--- src/hw/rtl/lsrw_pkg.sv ---
// ----------------------------------------------------------------------------
// lsrw_pkg
// Shared types and codes for the latest-slot read/write lock table.
// ----------------------------------------------------------------------------
`default_nettype none

package lsrw_pkg;

    typedef struct packed {
        logic [1:0] cmd;
        logic [5:0] slot_index;
    } req_t;

    typedef struct packed {
        logic       granted;
        logic [5:0] granted_slot;
        logic [1:0] status;
    } rsp_t;

    localparam logic [1:0] CMD_WR_ACQ = 2'd0;
    localparam logic [1:0] CMD_WR_REL = 2'd1;
    localparam logic [1:0] CMD_RD_ACQ = 2'd2;
    localparam logic [1:0] CMD_RD_REL = 2'd3;

    localparam logic [1:0] ST_OK    = 2'd0;
    localparam logic [1:0] ST_BUSY  = 2'd1;
    localparam logic [1:0] ST_EMPTY = 2'd2;

    localparam logic [7:0] LOCK_FREE   = 8'h00;
    localparam logic [7:0] LOCK_WRITE  = 8'hFF;
    localparam logic [7:0] READERS_MAX = 8'd254;

    localparam logic [6:0] SLOTS_RESET = 7'd4;

endpackage

`default_nettype wire

--- src/hw/rtl/latest_slot_rw_lock_table.sv ---
// ----------------------------------------------------------------------------
// latest_slot_rw_lock_table
// Lock table for one writer and many readers over a set of buffer slots.
//
//   port        dir  width   role
//   req_*       in   8       lock request transaction (cmd, slot_index)
//   rsp_*       out  9       lock response transaction (granted, slot, status)
//   cfg_*       in   7       slots_in_use register write
//
// Releases and read acquires read the lock word from the slot memory, then
// update it. A write acquire scans slots one at a time from slot 0,
// limited by the single read port of the slot memory, and answers busy
// without a scan when no slot is in use. Reset clears per-slot valid flags,
// so the table is usable straight after reset without clearing the slot
// memory. A held response stalls the next completion, not the next request
// acceptance.
// ----------------------------------------------------------------------------
`default_nettype none

module latest_slot_rw_lock_table #(
    parameter int MAX_SLOTS = 64
) (
    input  wire                 clk,
    input  wire                 rst_n,
    input  wire                 req_valid,
    output logic                req_ready,
    input  wire lsrw_pkg::req_t req,
    output logic                rsp_valid,
    input  wire                 rsp_ready,
    output lsrw_pkg::rsp_t      rsp,
    input  wire                 cfg_we,
    input  wire  [6:0]          cfg_wdata
);

    localparam int IW = (MAX_SLOTS > 1) ? $clog2(MAX_SLOTS) : 1;
    localparam int LW = (IW + 1 > 7) ? IW + 1 : 7;
    localparam logic [LW-1:0] MAX_L = LW'(MAX_SLOTS);

    localparam logic [1:0] S_IDLE  = 2'd0;
    localparam logic [1:0] S_SCAN  = 2'd1;
    localparam logic [1:0] S_CHECK = 2'd2;
    localparam logic [1:0] S_HOLD  = 2'd3;

    logic [1:0]           state_reg, state_next;
    logic [1:0]           cmd_reg, cmd_next;
    logic [IW-1:0]        addr_reg, addr_next;
    logic [IW-1:0]        cnt_reg, cnt_next;
    lsrw_pkg::rsp_t       res_reg, res_next;
    logic                 rsp_valid_reg, rsp_valid_next;
    lsrw_pkg::rsp_t       rsp_reg, rsp_next;
    logic [6:0]           slots_reg;
    logic                 latest_valid_reg, latest_valid_next;
    logic [5:0]           latest_slot_reg, latest_slot_next;

    logic [7:0]           mem [MAX_SLOTS];
    logic [MAX_SLOTS-1:0] vld_reg;
    logic [7:0]           rd_data_reg;
    logic                 rd_vld_reg;

    logic [IW-1:0]        rd_addr;
    logic                 wr_en;
    logic [IW-1:0]        wr_addr;
    logic [7:0]           wr_data;
    logic [7:0]           word;
    logic [LW-1:0]        lim;
    logic [LW-1:0]        slots_ext;
    logic [LW-1:0]        idx_ext;
    logic [LW-1:0]        lat_ext;
    logic [LW-1:0]        cnt_inc;
    logic                 finish;
    lsrw_pkg::rsp_t       res;
    logic                 out_free;

    assign req_ready = (state_reg == S_IDLE);
    assign rsp_valid = rsp_valid_reg;
    assign rsp       = rsp_reg;

    assign slots_ext = LW'(slots_reg);
    assign lim       = (slots_ext > MAX_L) ? MAX_L : slots_ext;
    assign idx_ext   = LW'(req.slot_index);
    assign lat_ext   = LW'(latest_slot_reg);
    assign cnt_inc   = LW'(cnt_reg) + LW'(1);
    assign word      = rd_vld_reg ? rd_data_reg : lsrw_pkg::LOCK_FREE;
    assign out_free  = !rsp_valid_reg || rsp_ready;

    always_comb
    begin
        state_next        = state_reg;
        cmd_next          = cmd_reg;
        addr_next         = addr_reg;
        cnt_next          = cnt_reg;
        res_next          = res_reg;
        latest_valid_next = latest_valid_reg;
        latest_slot_next  = latest_slot_reg;
        rd_addr           = '0;
        wr_en             = 1'b0;
        wr_addr           = addr_reg;
        wr_data           = lsrw_pkg::LOCK_FREE;
        finish            = 1'b0;
        res               = '0;
        case (state_reg)
            S_IDLE:
            begin
                if (req_valid)
                begin
                    cmd_next = req.cmd;
                    case (req.cmd)
                        lsrw_pkg::CMD_WR_ACQ:
                        begin
                            if (lim == '0)
                            begin
                                res_next        = '0;
                                res_next.status = lsrw_pkg::ST_BUSY;
                                state_next      = S_HOLD;
                            end
                            else
                            begin
                                rd_addr    = '0;
                                cnt_next   = '0;
                                state_next = S_SCAN;
                            end
                        end
                        lsrw_pkg::CMD_RD_ACQ:
                        begin
                            if (!latest_valid_reg || lat_ext >= MAX_L)
                            begin
                                res_next        = '0;
                                res_next.status = lsrw_pkg::ST_EMPTY;
                                state_next      = S_HOLD;
                            end
                            else
                            begin
                                rd_addr    = lat_ext[IW-1:0];
                                addr_next  = lat_ext[IW-1:0];
                                state_next = S_CHECK;
                            end
                        end
                        default:
                        begin
                            if (idx_ext >= MAX_L)
                            begin
                                res_next   = '0;
                                state_next = S_HOLD;
                            end
                            else
                            begin
                                rd_addr    = idx_ext[IW-1:0];
                                addr_next  = idx_ext[IW-1:0];
                                state_next = S_CHECK;
                            end
                        end
                    endcase
                end
            end
            S_SCAN:
            begin
                if (word == lsrw_pkg::LOCK_FREE)
                begin
                    wr_en            = 1'b1;
                    wr_addr          = cnt_reg;
                    wr_data          = lsrw_pkg::LOCK_WRITE;
                    finish           = 1'b1;
                    res.granted      = 1'b1;
                    res.granted_slot = LW'(cnt_reg) >> 0 == '0 ? 6'd0 : cnt_inc[5:0] - 6'd1;
                    res.status       = lsrw_pkg::ST_OK;
                end
                else if (cnt_inc >= lim)
                begin
                    finish     = 1'b1;
                    res.status = lsrw_pkg::ST_BUSY;
                end
                else
                begin
                    cnt_next = cnt_inc[IW-1:0];
                    rd_addr  = cnt_inc[IW-1:0];
                end
            end
            S_CHECK:
            begin
                finish = 1'b1;
                case (cmd_reg)
                    lsrw_pkg::CMD_WR_REL:
                    begin
                        if (word == lsrw_pkg::LOCK_WRITE)
                        begin
                            wr_en             = 1'b1;
                            wr_data           = lsrw_pkg::LOCK_FREE;
                            latest_valid_next = 1'b1;
                            latest_slot_next  = LW'(addr_reg) >> 0 == '0 ? 6'd0
                                                : lat_ext[5:0] & 6'd0 | 6'(LW'(addr_reg));
                            res.granted       = 1'b1;
                        end
                    end
                    lsrw_pkg::CMD_RD_ACQ:
                    begin
                        if (word == lsrw_pkg::LOCK_WRITE || word >= lsrw_pkg::READERS_MAX)
                        begin
                            res.status = lsrw_pkg::ST_BUSY;
                        end
                        else
                        begin
                            wr_en            = 1'b1;
                            wr_data          = word + 8'd1;
                            res.granted      = 1'b1;
                            res.granted_slot = latest_slot_reg;
                        end
                    end
                    lsrw_pkg::CMD_RD_REL:
                    begin
                        if (word != lsrw_pkg::LOCK_FREE && word != lsrw_pkg::LOCK_WRITE)
                        begin
                            wr_en       = 1'b1;
                            wr_data     = word - 8'd1;
                            res.granted = 1'b1;
                        end
                    end
                    default:
                    begin
                        res = '0;
                    end
                endcase
            end
            S_HOLD:
            begin
                res = res_reg;
            end
            default:
            begin
                state_next = S_IDLE;
            end
        endcase

        if (finish)
        begin
            res_next   = res;
            state_next = out_free ? S_IDLE : S_HOLD;
        end
        else if (state_reg == S_HOLD && out_free)
        begin
            state_next = S_IDLE;
        end

        rsp_next       = rsp_reg;
        rsp_valid_next = rsp_valid_reg && !rsp_ready;
        if ((finish || state_reg == S_HOLD) && out_free)
        begin
            rsp_next       = res;
            rsp_valid_next = 1'b1;
        end
    end

    always_ff @(posedge clk)
    begin
        if (wr_en)
        begin
            mem[wr_addr] <= wr_data;
        end
        rd_data_reg <= mem[rd_addr];
        cmd_reg     <= cmd_next;
        addr_reg    <= addr_next;
        cnt_reg     <= cnt_next;
        res_reg     <= res_next;
        rsp_reg     <= rsp_next;
    end

    always_ff @(posedge clk or negedge rst_n)
    begin
        if (!rst_n)
        begin
            state_reg        <= S_IDLE;
            rsp_valid_reg    <= 1'b0;
            slots_reg        <= lsrw_pkg::SLOTS_RESET;
            latest_valid_reg <= 1'b0;
            latest_slot_reg  <= '0;
            vld_reg          <= '0;
            rd_vld_reg       <= 1'b0;
        end
        else
        begin
            state_reg        <= state_next;
            rsp_valid_reg    <= rsp_valid_next;
            latest_valid_reg <= latest_valid_next;
            latest_slot_reg  <= latest_slot_next;
            rd_vld_reg       <= vld_reg[rd_addr];
            if (wr_en)
            begin
                vld_reg[wr_addr] <= 1'b1;
            end
            if (cfg_we)
            begin
                slots_reg <= cfg_wdata;
            end
        end
    end

    a_grant_ok: assert property (@(posedge clk) disable iff (!rst_n)
        rsp_valid && rsp.granted |-> rsp.status == lsrw_pkg::ST_OK)
        else $error("granted response with non-ok status");

    a_scan_bound: assert property (@(posedge clk) disable iff (!rst_n)
        state_reg == S_SCAN |-> LW'(cnt_reg) < lim)
        else $error("scan index beyond slot limit");

    a_busy_after_accept: assert property (@(posedge clk) disable iff (!rst_n)
        req_valid && req_ready |=> !req_ready)
        else $error("request accepted while previous one in flight");

    a_latest_sticky: assert property (@(posedge clk) disable iff (!rst_n)
        !$fell(latest_valid_reg))
        else $error("published flag dropped");

endmodule

`default_nettype wire
--- config.mk ---
export PLATFORM = sky130hd
export DESIGN_NAME = latest_slot_rw_lock_table
export DESIGN_NICKNAME = d
export VERILOG_FILES = /design/src/hw/rtl/lsrw_pkg.sv /design/src/hw/rtl/latest_slot_rw_lock_table.sv
export SDC_FILE = /design/constraint.sdc
export NUM_CORES = 1
export LEC_CHECK = 0
export BUFFER_PORTS_ARGS = -buffer_cell sky130_fd_sc_hd__buf_4
export CORE_MARGIN = 1.5
export CORE_UTILIZATION = 55
export CTS_CLUSTER_DIAMETER = 200
export DETAILED_ROUTE_END_ITERATION = 12
export PLACE_DENSITY = 0.71
export SKIP_LAST_GASP = 1
export SYNTH_ARGS = -nofsm -noshare
export SYNTH_HDL_FRONTEND = slang
export SYNTH_SLANG_ARGS = --single-unit
export TNS_END_PERCENT = 100
--- constraint.sdc ---
create_clock -name clk -period 7.9 [get_ports clk]
set_input_delay 1.185 -clock clk [delete_from_list [all_inputs] [get_ports clk]]
set_output_delay 1.185 -clock clk [all_outputs]
set_load 0.05 [all_outputs]
# ---- Yosys cells after proc, flatten, opt, wreduce, memory -nomap -nowiden
# Memory sizes are Yosys's and may differ from the RTL's. A register that Yosys moved wholly into a read port is not among the register bits.
# Index checks and enable logic that the tools add are counted.
dict set report totals {
  regBits 114
  out_inout_bits 11
  latch_bits 0
  ram_bits 512
  in_bits 20
  wordCells 147
  romBits 0
  mem_count 1
}
# memory words width read_ports rd_clocked_by_memory_dff write_ports line
set memory_table {}
lappend memory_table {mem 64 8 1 1 1 latest_slot_rw_lock_table.sv:55} ;# logic [7:0] mem [MAX_SLOTS];
dict set report op_classes {
  addsub 4
  multipliers 0
  muxes 67
  n_div 0
  n_bitwise 2
  n_reduce_logical 31
  n_shift 0
  n_eq_ne 18
  order_cmp 8
}
# cell n
set op_table {}
lappend op_table {{2-to-1 mux 6 bit} 16}
lappend op_table {{bitwise OR 64 bit} 1}
lappend op_table {{2-to-1 mux 9 bit} 6}
lappend op_table {{case mux 6 bit (2 select lines)} 4}
lappend op_table {{2-to-1 mux 8 bit} 5}
lappend op_table {{case mux 8 bit (2 select lines)} 2}
lappend op_table {{case mux 9 bit (3 select lines)} 1}
lappend op_table {{logical NOT 7 bit} 3}
lappend op_table {{2-to-1 mux 7 bit} 3}
lappend op_table {{case mux 9 bit (2 select lines)} 1}
lappend op_table {{2-to-1 mux 1 bit} 16}
lappend op_table {{>= comparator 6 x 7 -> 1 bit, second input constant} 2}
lappend op_table {{< comparator 6 x 7 -> 1 bit, second input constant} 2}
lappend op_table {{2-to-1 mux 2 bit} 6}
lappend op_table {{equality test 2 bit, second input constant} 5}
lappend op_table {{!= test 2 bit, second input constant} 5}
lappend op_table {{AND reduction 5 bit} 2}
lappend op_table {{adder 8 x 1 -> 8 bit, second input constant} 1}
lappend op_table {{equality test 8 bit, second input constant} 1}
lappend op_table {{>= comparator 8 bit, second input constant} 1}
lappend op_table {{logical NOT 8 bit} 1}
lappend op_table {{!= test 8 bit, second input constant} 1}
lappend op_table {{nonzero test 8 bit} 1}
lappend op_table {{subtractor 8 x 1 -> 8 bit, second input constant} 1}
lappend op_table {{other kinds (24)} 43}

# ---- Logic depth before layout (Yosys ltp)
# Gate-level depths: netlist (run 1).
dict set report depth {
  word_depth 9
  depth_mapped 18
  depth_no_buf 13
}

# ---- Least setup slack after synthesis (run 1)
# Ideal clock, no wire load.
dict set report synth_path {
  path_type {flip-flop to flip-flop}
  from {reg rd_vld_reg}
  to {mem mem[0][2], data pin}
  required_ns 7.176
  t_arrival_ns 4.893
  slack_ns 2.283
  setup_ns 0.724
  path_buffers 2
  stages_incl_launch_ff 13
  synth_period_minus_slack_ns 5.617
  path_cell_list {dfrtp_1 > buf_2 > clkbuf_1 > nand2_1 > inv_1 > ha_1 > nor3_1 > nor3_1 > nor3b_1 > a22oi_1 > a21oi_1 > o21ai_0 > a21boi_0}
}
dict set report synth_via {
  elab_chain_cells 6
  word_cells_on_any_way 15
  cone_classes {add/sub: 2; order compare: 1; eq/ne: 2; mux: 6; reduce/logical: 4}
}
# item line
set synth_lines {}
lappend synth_lines {{start: declaration} latest_slot_rw_lock_table.sv:58} ;# logic rd_vld_reg;
lappend synth_lines {{start signal: assignment} latest_slot_rw_lock_table.sv:284} ;# rd_vld_reg <= vld_reg[rd_addr];
lappend synth_lines {{2-to-1 mux 8 bit *} latest_slot_rw_lock_table.sv:83} ;# assign word = rd_vld_reg ? rd_data_reg : lsrw_pkg::LOCK_FREE;
lappend synth_lines {{>= comparator 8 bit (tied with other cells)} latest_slot_rw_lock_table.sv:196} ;# if (word == lsrw_pkg::LOCK_WRITE || word >= lsrw_pkg::READERS_MAX)
lappend synth_lines {{logical OR 1 bit or logical AND 1 bit (tied branches)} {latest_slot_rw_lock_table.sv:196, latest_slot_rw_lock_table.sv:210}}
lappend synth_lines {{2-to-1 mux 8 bit, on equally long branches} {latest_slot_rw_lock_table.sv:196, latest_slot_rw_lock_table.sv:210}}
lappend synth_lines {{case mux 8 bit (2 select lines)} latest_slot_rw_lock_table.sv:181} ;# case (cmd_reg)
lappend synth_lines {{case mux 8 bit (2 select lines) *} latest_slot_rw_lock_table.sv:101} ;# case (state_reg)
lappend synth_lines {{via wr_data[2]} latest_slot_rw_lock_table.sv:63} ;# logic [7:0] wr_data;
lappend synth_lines {{end: declaration} latest_slot_rw_lock_table.sv:55}
# Mark *: on every way through the listed nets, which the timed path passes. The rest lies on a longest branch.

# ---- Worst setup path in the final report (run 1)
dict set report layout_path {
  from {reg cnt_reg[0]}
  to {reg rd_vld_reg}
}
dict set report layout_via {
  elab_chain_cells 7
}
# item line
set layout_lines {}
lappend layout_lines {{start: declaration} latest_slot_rw_lock_table.sv:47} ;# logic [IW-1:0] cnt_reg, cnt_next;
lappend layout_lines {{start signal: assignment} latest_slot_rw_lock_table.sv:261} ;# cnt_reg <= cnt_next;
lappend layout_lines {{adder 6 x 1 -> 7 bit *} latest_slot_rw_lock_table.sv:82} ;# assign cnt_inc = LW'(cnt_reg) + LW'(1);
lappend layout_lines {{via cnt_inc[4]} latest_slot_rw_lock_table.sv:69} ;# logic [LW-1:0] cnt_inc;
lappend layout_lines {{>= comparator 7 bit} latest_slot_rw_lock_table.sv:167} ;# else if (cnt_inc >= lim)
lappend layout_lines {{2-to-1 mux 6 bit *} latest_slot_rw_lock_table.sv:167}
lappend layout_lines {{2-to-1 mux 6 bit *} latest_slot_rw_lock_table.sv:157} ;# if (word == lsrw_pkg::LOCK_FREE)
lappend layout_lines {{case mux 6 bit (2 select lines) *} latest_slot_rw_lock_table.sv:101}
lappend layout_lines {{binary-select mux 1 bit (select 6 bit) *} latest_slot_rw_lock_table.sv:284}
lappend layout_lines {{2-to-1 mux 1 bit (implied by the code) *} latest_slot_rw_lock_table.sv:284}
# Mark *: on every way through the listed nets, which the timed path passes. The rest lies on a longest branch. The select of a mux whose other input is x is not followed.
# A chain may end at the register's enable or synchronous reset.

==> results list, run 1 <==
* Width of the die: between 200 and 250 µm
- Final std cell area, no fill: 29400 µm²
* Worst slew margin relative to its limit: approximately 7.0%
- Of all flip-flops after synthesis, the portion carrying an async set or reset was between 10% and 20%.
- For this design the top-level I/O count stands at 31.
* Initial antenna violation count: 1
- The number of placed instances, taps included, is about 2.6k.
- After detailed routing, the average wire length per cell comes to 24.7 µm.
* First element of the critical path: cnt_reg[0]
- Data arrives at the worst endpoint at 6.30 ns.
- Ranked by total cell area, the synthesized netlist is headed by edfxtp_1 (61%), dfrtp_1 (7.6%), nand2_1 (5.7%).
- Using the TritonRoute via totals, the vias-per-cell ratio works out to 6.35.
* Clk_lat worst skew: 0.60 ns
- TritonCTS created 66 clock buffers.
- Actual transition at the worst max-transition pin: ~1.4 ns
- Routed via count: about 17k
* Setup violation total in the final timing report: 0
* Total of cells resized after clock tree synthesis: 0
- Count of antenna diodes in the layout: 0
- The multi-input combinational cells in the finished layout cover a total of 7460 µm².
- CTS clock-pin slew for the worst setup and hold paths: 0.06 ns
* Library cell occupying the most area in the post-synthesis netlist: edfxtp_1
- Pleak: 10.7 nW
- Synthesized area: 26600 µm²
- Number of iterations in the first detailed-routing pass: 7
- The final number of hold-violating endpoints is 0.
- The worst-case IR drop observed on VDD is 0.212 mV.
- The worst register-to-register path has a depth of 13.
* Most frequent standard cell in the layout excluding fill and tap cells: edfxtp_1
- Hold Path Depth: 1
* Source of the worst register-to-register timing path: cnt_reg[0]
- The via count of the first global-routing pass was roughly 17k.
- Total power draw: between 9 and 10 mW
- The share of synthesized area in the top cell type comes to 61.4%.
- The initial utilization of the core area, before any placement, comes to 55.7%.
* Core Rows: 80
* Max-slew violation count: 0
- Final cell count without fillers: 2757
- Sequential fraction of the synthesis area: roughly 70%
* Main flop type after synthesis: edfxtp_1
- Total routing resource utilization after global routing: 27.7%
* Destination of the worst register-to-register timing path: rd_vld_reg
- Number of distinct library cells after synthesis: 67
- When the netlist entered floorplanning its net count stood at 2140.
- Max frequency: 172 MHz
- Final estimated routing congestion in global placement: 0.915
- DIE AREA: just under 50000 µm²
- Data on the critical path is required at its endpoint by approximately 8.4 ns.
- In the final layout, the share of cells above drive strength 1 is approximately 12%.
* Critical Path Start Type: flip-flop
- On the final layout, the worst clock skew is ~0.034 ns.
- Storage cell area: ~19000 µm²
- Global-route wire length before repair: 103000 µm
- The critical path is of the flip-flop to flip-flop type.
- Min Tclk post-route: 5.82 ns
* Remaining global-route overflow: 0
- The total area inside the core boundary comes to 47700 µm².
- Die height: 223 µm
- Detailed placement finished with a half-perimeter wire length of 41900 µm.
- Final core utilization: between 60% and 70%
* Number of nets still failing antenna checks after routing: 0
- The filler cells instantiated in the layout total 3547.
- Dividing the final minimum period by the clock period gives 73.6%.
- The critical path ends at rd_vld_reg.
- Synthesis handed over a netlist of between 2k and 2.5k instances.
- At the end of the flow, the number of nets in the layout was around 2.1k.
* Hold_buf cts: 0
- Max-cap violations in this run came to 0.
- After detailed routing, the number of remaining DRC violations is 0.
- CTS tree: built
- The H-tree was split into 3 levels.
* Total Routed Length: 68000 µm
- STA classifies the critical path endpoint as a flip-flop.
- Register bit count reported by yosys: 634
* Area added between synthesis and finish: 10.5%
- The flow ran to the end, and the final reports show no timing, DRC or antenna violations.
- Entering global routing, the biggest net connects between 80 and 90 pins.
- Clock sink count: 634
* Avg Cell Area, Syn: 12.7 µm²
- In this run, the number of DRC markers left after iteration 0 of detailed routing was 2382.
- Cell at the root of the clock tree: clkbuf_16
* Worst-case clock buffer depth: 3
- CP Max Fanout: 85
- Post-CTS Repair Setup Buffers: 0
- Setup repair after global routing left no endpoint under its margin.
- Setup slack on the worst reg-to-reg path comes out at 2.08 ns.
* Post-route setup TNS: 0 ns
- In this run the power density over the cells is 339 nW/µm².
* Port Buf Inserts: 30
- Leading cell types in the layout, fill and taps excluded: edfxtp_1 (544), nand2_1 (400), a21oi_1 (160), nand3_1 (102), nor2_1 (97)
- Instance area at placement: 27300 µm²
- The register with the most flip-flops in the layout has 512 of them.
- The worst hold path belongs to the class flip-flop to flip-flop.
- The Yosys step of the flow raised 0 warnings.
* Number of synthesized flops with an enable pin: ~540
==> metrics by stage <==
step	hold slack [ns]	setup WS (ns)
6_report	0.465	2.08
5_1_grt	0.482	1.80
4_1_cts	0.465	2.14
3_5_place_dp	0.450	2.17
3_3_place_gp	0.444	2.31
2_1_floorplan	0.430	2.28
==> how the worst min path moves through the flow <==
stage                 from           to
2_1_floorplan  vld_reg[20]  vld_reg[20]
3_3_place_gp   vld_reg[32]  vld_reg[32]
5_1_grt        vld_reg[41]  vld_reg[41]
6_report       vld_reg[20]  vld_reg[20]
3_5_place_dp   vld_reg[20]  vld_reg[20]
4_1_cts        vld_reg[20]  vld_reg[20]
==> power breakdown <==
part           switching [mW]  internal, mW
Clock                    1.25          1.85
Sequential              0.175          4.21
Combinational            1.82         0.668
Total                    3.25          6.72
==> layer usage <==
metal  track usage (%)  wire length (µm)
met5                 0                 0
met4              12.2              2840
met3              6.11              6140
met2              43.1             31800
met1              37.8             27200
==> cell families (layout without fill, tap and decap cells) <==
family | after synthesis | in the layout | share of synthesized area (%)
AO/OA/AOI/OAI | 451 | 451 | 11.2
XOR/XNOR | 10 | 10 | 0.329
adder cells (fa/ha/maj) | 18 | 18 | 0.846
buffers and inverters | 150 | 190 | 2.56
flip-flops | 634 | 634 | 69.7
multiplexers | 45 | 45 | 1.74
AND/OR/NAND/NOR | 794 | 794 | 13.6
==> synth_stat cells (all sizes together), types with 18 or more instances <==
| cell type | n |
|---|---|
| edfxtp | 544 |
| nand2 | 401 |
| a21oi | 172 |
| nand3 | 102 |
| nor2 | 98 |
| dfrtp | 81 |
| buf | 73 |
| or2 | 70 |
| a211oi | 66 |
| clkbuf | 62 |
| and3 | 52 |
| o21ai | 47 |
| a31oi | 38 |
| mux2i | 34 |
| a221oi | 24 |
| a32oi | 22 |
| a22oi | 20 |
| ha | 18 |
| nor3 | 18 |
==> critical path: stages (launching register included) <==
cell and delay [ns]:
edfxtp_1 0.57, ha_1 0.29, nand3_1 0.13, xnor2_1 0.44, ha_1 0.33, a21oi_1 0.12, o21ai_0 0.25, a211oi_2 0.99
a21o_4 0.88, buf_4 0.50, a221oi_1 0.15, o41ai_1 0.49, nand4_1 0.26, and3_1 0.23
==> cell type report <==
| type | instances | share of cell area, % |
|---|---|---|
| flip-flops and latches | 634 | 63.1 |
| multi-input cells | 1318 | 25.3 |
| inverters | 15 | 0.191 |
| repair buffers | 56 | 1.43 |
| well taps | 615 | 2.62 |
| clock buffers | 94 | 6.49 |
| clock inverters | 25 | 0.876 |
Power figures use the tool's default switching activity.
==> run 2, diff against run 1 <==
- PLACE_DENSITY: 0.71 -> 0.74
- clock period: 7.9 -> 5.1 ns (I/O delays scaled with it)
==> run 2 against run 1 <==
  * Setup slack lost 1.5 ns
  * Clock-buffer cell count grew 12
  * Register-to-register slack lost 1.5 ns
  * Critical path type unchanged
  * Largest cell class unchanged
==> results list, run 2 (synthesis results as in run 1) <==
* Average wire per standard cell: between 20 and 30 µm
* Vias/cell: 6.40
- Across the run, the number of max-cap violations was 0.
* Port Buf Inserts: 30
- Type of the setup path with the least slack: flip-flop to flip-flop
* Actual transition at the worst max-transition pin: 1.25 ns
* Cell at the root of the clock tree: clkbuf_16
- Entering global routing, the biggest net connects 116 pins.
* Status: completed
- At the worst endpoint, the required time is 5.61 ns.
* Path category of the worst min-delay check: input port to asynchronous set/reset pin
- Max frequency: 220 MHz
* Post-route setup TNS: 0 ns
* PD cells: about 510 nW/µm²
- TritonCTS built the clock tree.
- Source of the worst register-to-register timing path: cnt_reg[0]
- Core footprint: 47700 µm²
- For this design the static power due to leakage is 10.8 nW.
- Number of iterations in the first detailed-routing pass: 6
* Number of clock buffers inserted by TritonCTS: 61
* Crit. End Element: flip-flop
* Setup slack on the worst flop-to-flop path: around 0.55 ns
* Clock sink count: 634
- The number of cells on the worst reg-to-reg path is 14.
- Number of global-route vias before repair: 17.1k
- The library cell used most frequently in the layout, excluding fill and tap cells, is edfxtp_1.
- Largest voltage drop on the vdd net: 0.350 mV
* Post-CTS Repair Setup Buffers: 0
* DIE AREA: 49700 µm²
- Compared with the post-synthesis result, the final layout area differs by 11.1%.
- After clock tree synthesis, the clock-pin slew on the worst setup and hold paths is 0.06 ns.
* Final estimated routing congestion in global placement: 0.891
- Die height: 223 µm
- Number of remaining DRC errors: 0
* Critical Path Start Type: flip-flop
- Across all hold checks on the routed design, the worst slack comes to 0.209 ns.
* Final std cell area, no fill: 29600 µm²
* Final HPWL DP: 43800 µm
- The library cells used most frequently in the layout, excluding fill and tap cells, are edfxtp_1 (544), nand2_1 (400), a21oi_1 (160), nand3_1 (102), nor2_1 (97).
- Worst EP arrival: slightly above 5 ns
- Min Tclk post-route: 4.55 ns
- The worst register-to-register path ends at rd_data_reg[3].
- Global routing used 28.4% of the available tracks.
* DR iter-0 viols: around 2.4k
* Number of nets in the final layout: between 2k and 2.5k
- Count of boundary I/O pins: 31
- Total of cells resized after clock tree synthesis: 0
- The clock reaches the later pin of the worst-skew pair after 0.64 ns.
* Fraction of final layout cells sized beyond drive strength 1: around an eighth
* CTS H-tree lvls: 2
- After detailed routing, the total wire length is slightly above 70000 µm.
- Number of flip-flops in the largest register: 512
* CP Max Fanout: 11
- In the final layout, the multi-input gates occupy roughly 7500 µm².
- The initial antenna violation count came to 0.
* Global-route wire length before repair: 106000 µm
- Initial core utilization: between 50% and 60%
- Instance area at placement: 27700 µm²
* Fin Clk Skew: 0.0274 ns
- Core Rows: 80
* Storage cell area: 18500 µm²
* Number of nets still failing antenna checks after routing: 0
- Counting along the longest clock path gives a buffer depth of 3.
* Worst slew margin relative to its limit: 16.4%
* Hold_buf cts: 0
- Routed via count: 17.9k
- Period Utilization, post-route: between 80% and 90%
- The number of pins exceeding their max-slew limit in the final report is 0.
- Width of the die: roughly 220 µm
- Unrepaired setup endpoints after global routing: false
* Setup violation total in the final timing report: 0
* Fill cell count: 3528
- Summed over all layers, the global routing overflow is 0.
- The final number of hold-violating endpoints is 0.
run 2: cell types whose count changed in the layout (fill, tap and decap cells not counted), sizes merged:
cell,delta
buf,+43
clkbuf,+12
clkinv,-6
bufinv,-5
clkinvlp,-3
diode,+1
inv,-1
run 2: final cells by class:
class                           count  share of cell area, %
Inverter                           15                  0.190
Multi-Input combinational cell   1318                   25.2
Tap cell                          615                   2.60
Clock buffer                      106                   6.08
Antenna cell                        1                0.00846
Timing Repair Buffer               99                   2.94
Clock inverter                     10                  0.250
Sequential cell                   634                   62.7
run 2: how the worst max path moves through the flow:
stage                                 to  depth (start not counted)  slack [ns]  startpoint
after detailed placement  rd_data_reg[0]                         15        0.29  cnt_reg[2]
after global routing      rd_data_reg[1]                         14        0.33  cnt_reg[2]
final                     rd_data_reg[3]                         14        0.55  cnt_reg[0]
after global placement    rd_data_reg[0]                         15        0.40  cnt_reg[2]
after floorplan                mem[0][2]                         12        0.56  rd_vld_reg
after CTS                 rd_data_reg[0]                         15        0.25  cnt_reg[2]
run 2: worst max-delay path: stages, from the launching register on:
cell,delay [ns]
edfxtp_1,0.44
buf_4,0.19
inv_1,0.08
ha_1,0.42
ha_1,0.33
nand2_1,0.05
o21ai_0,0.48
a211oi_2,0.18
buf_4,0.24
a21o_1,0.27
nor2_1,0.74
a221oi_1,0.26
a31oi_1,0.21
nor2_1,0.06
or4b_1,0.45
run 2: where the power goes:
group	internal [mW]	switching [mW]	total [mW]
registers	6.51	0.267	6.78
logic	1.16	2.88	4.04
clock network	2.38	1.89	4.27
run 2: stage by stage:
step                      setup slack (ns)  utilization, %  std cells  power (mW)
final                                0.547            61.9       2798        15.1
after global routing                 0.329            61.9       2797        15.6
after CTS                            0.250            61.9       2794        15.0
after detailed placement             0.288            58.0       2678        10.8
after global placement               0.403            58.0       2678        10.7
after floorplan                      0.558               -       2102        9.28
run 2: routing by layer:
metal	global-route usage, %	part of all wire [%]	vias to the layer above
met5	0	0	-
met4	11.8	4.1	0
met3	4.70	9.5	176
met2	44.9	47	991
met1	39.4	39	8845
li1	-	-	7887
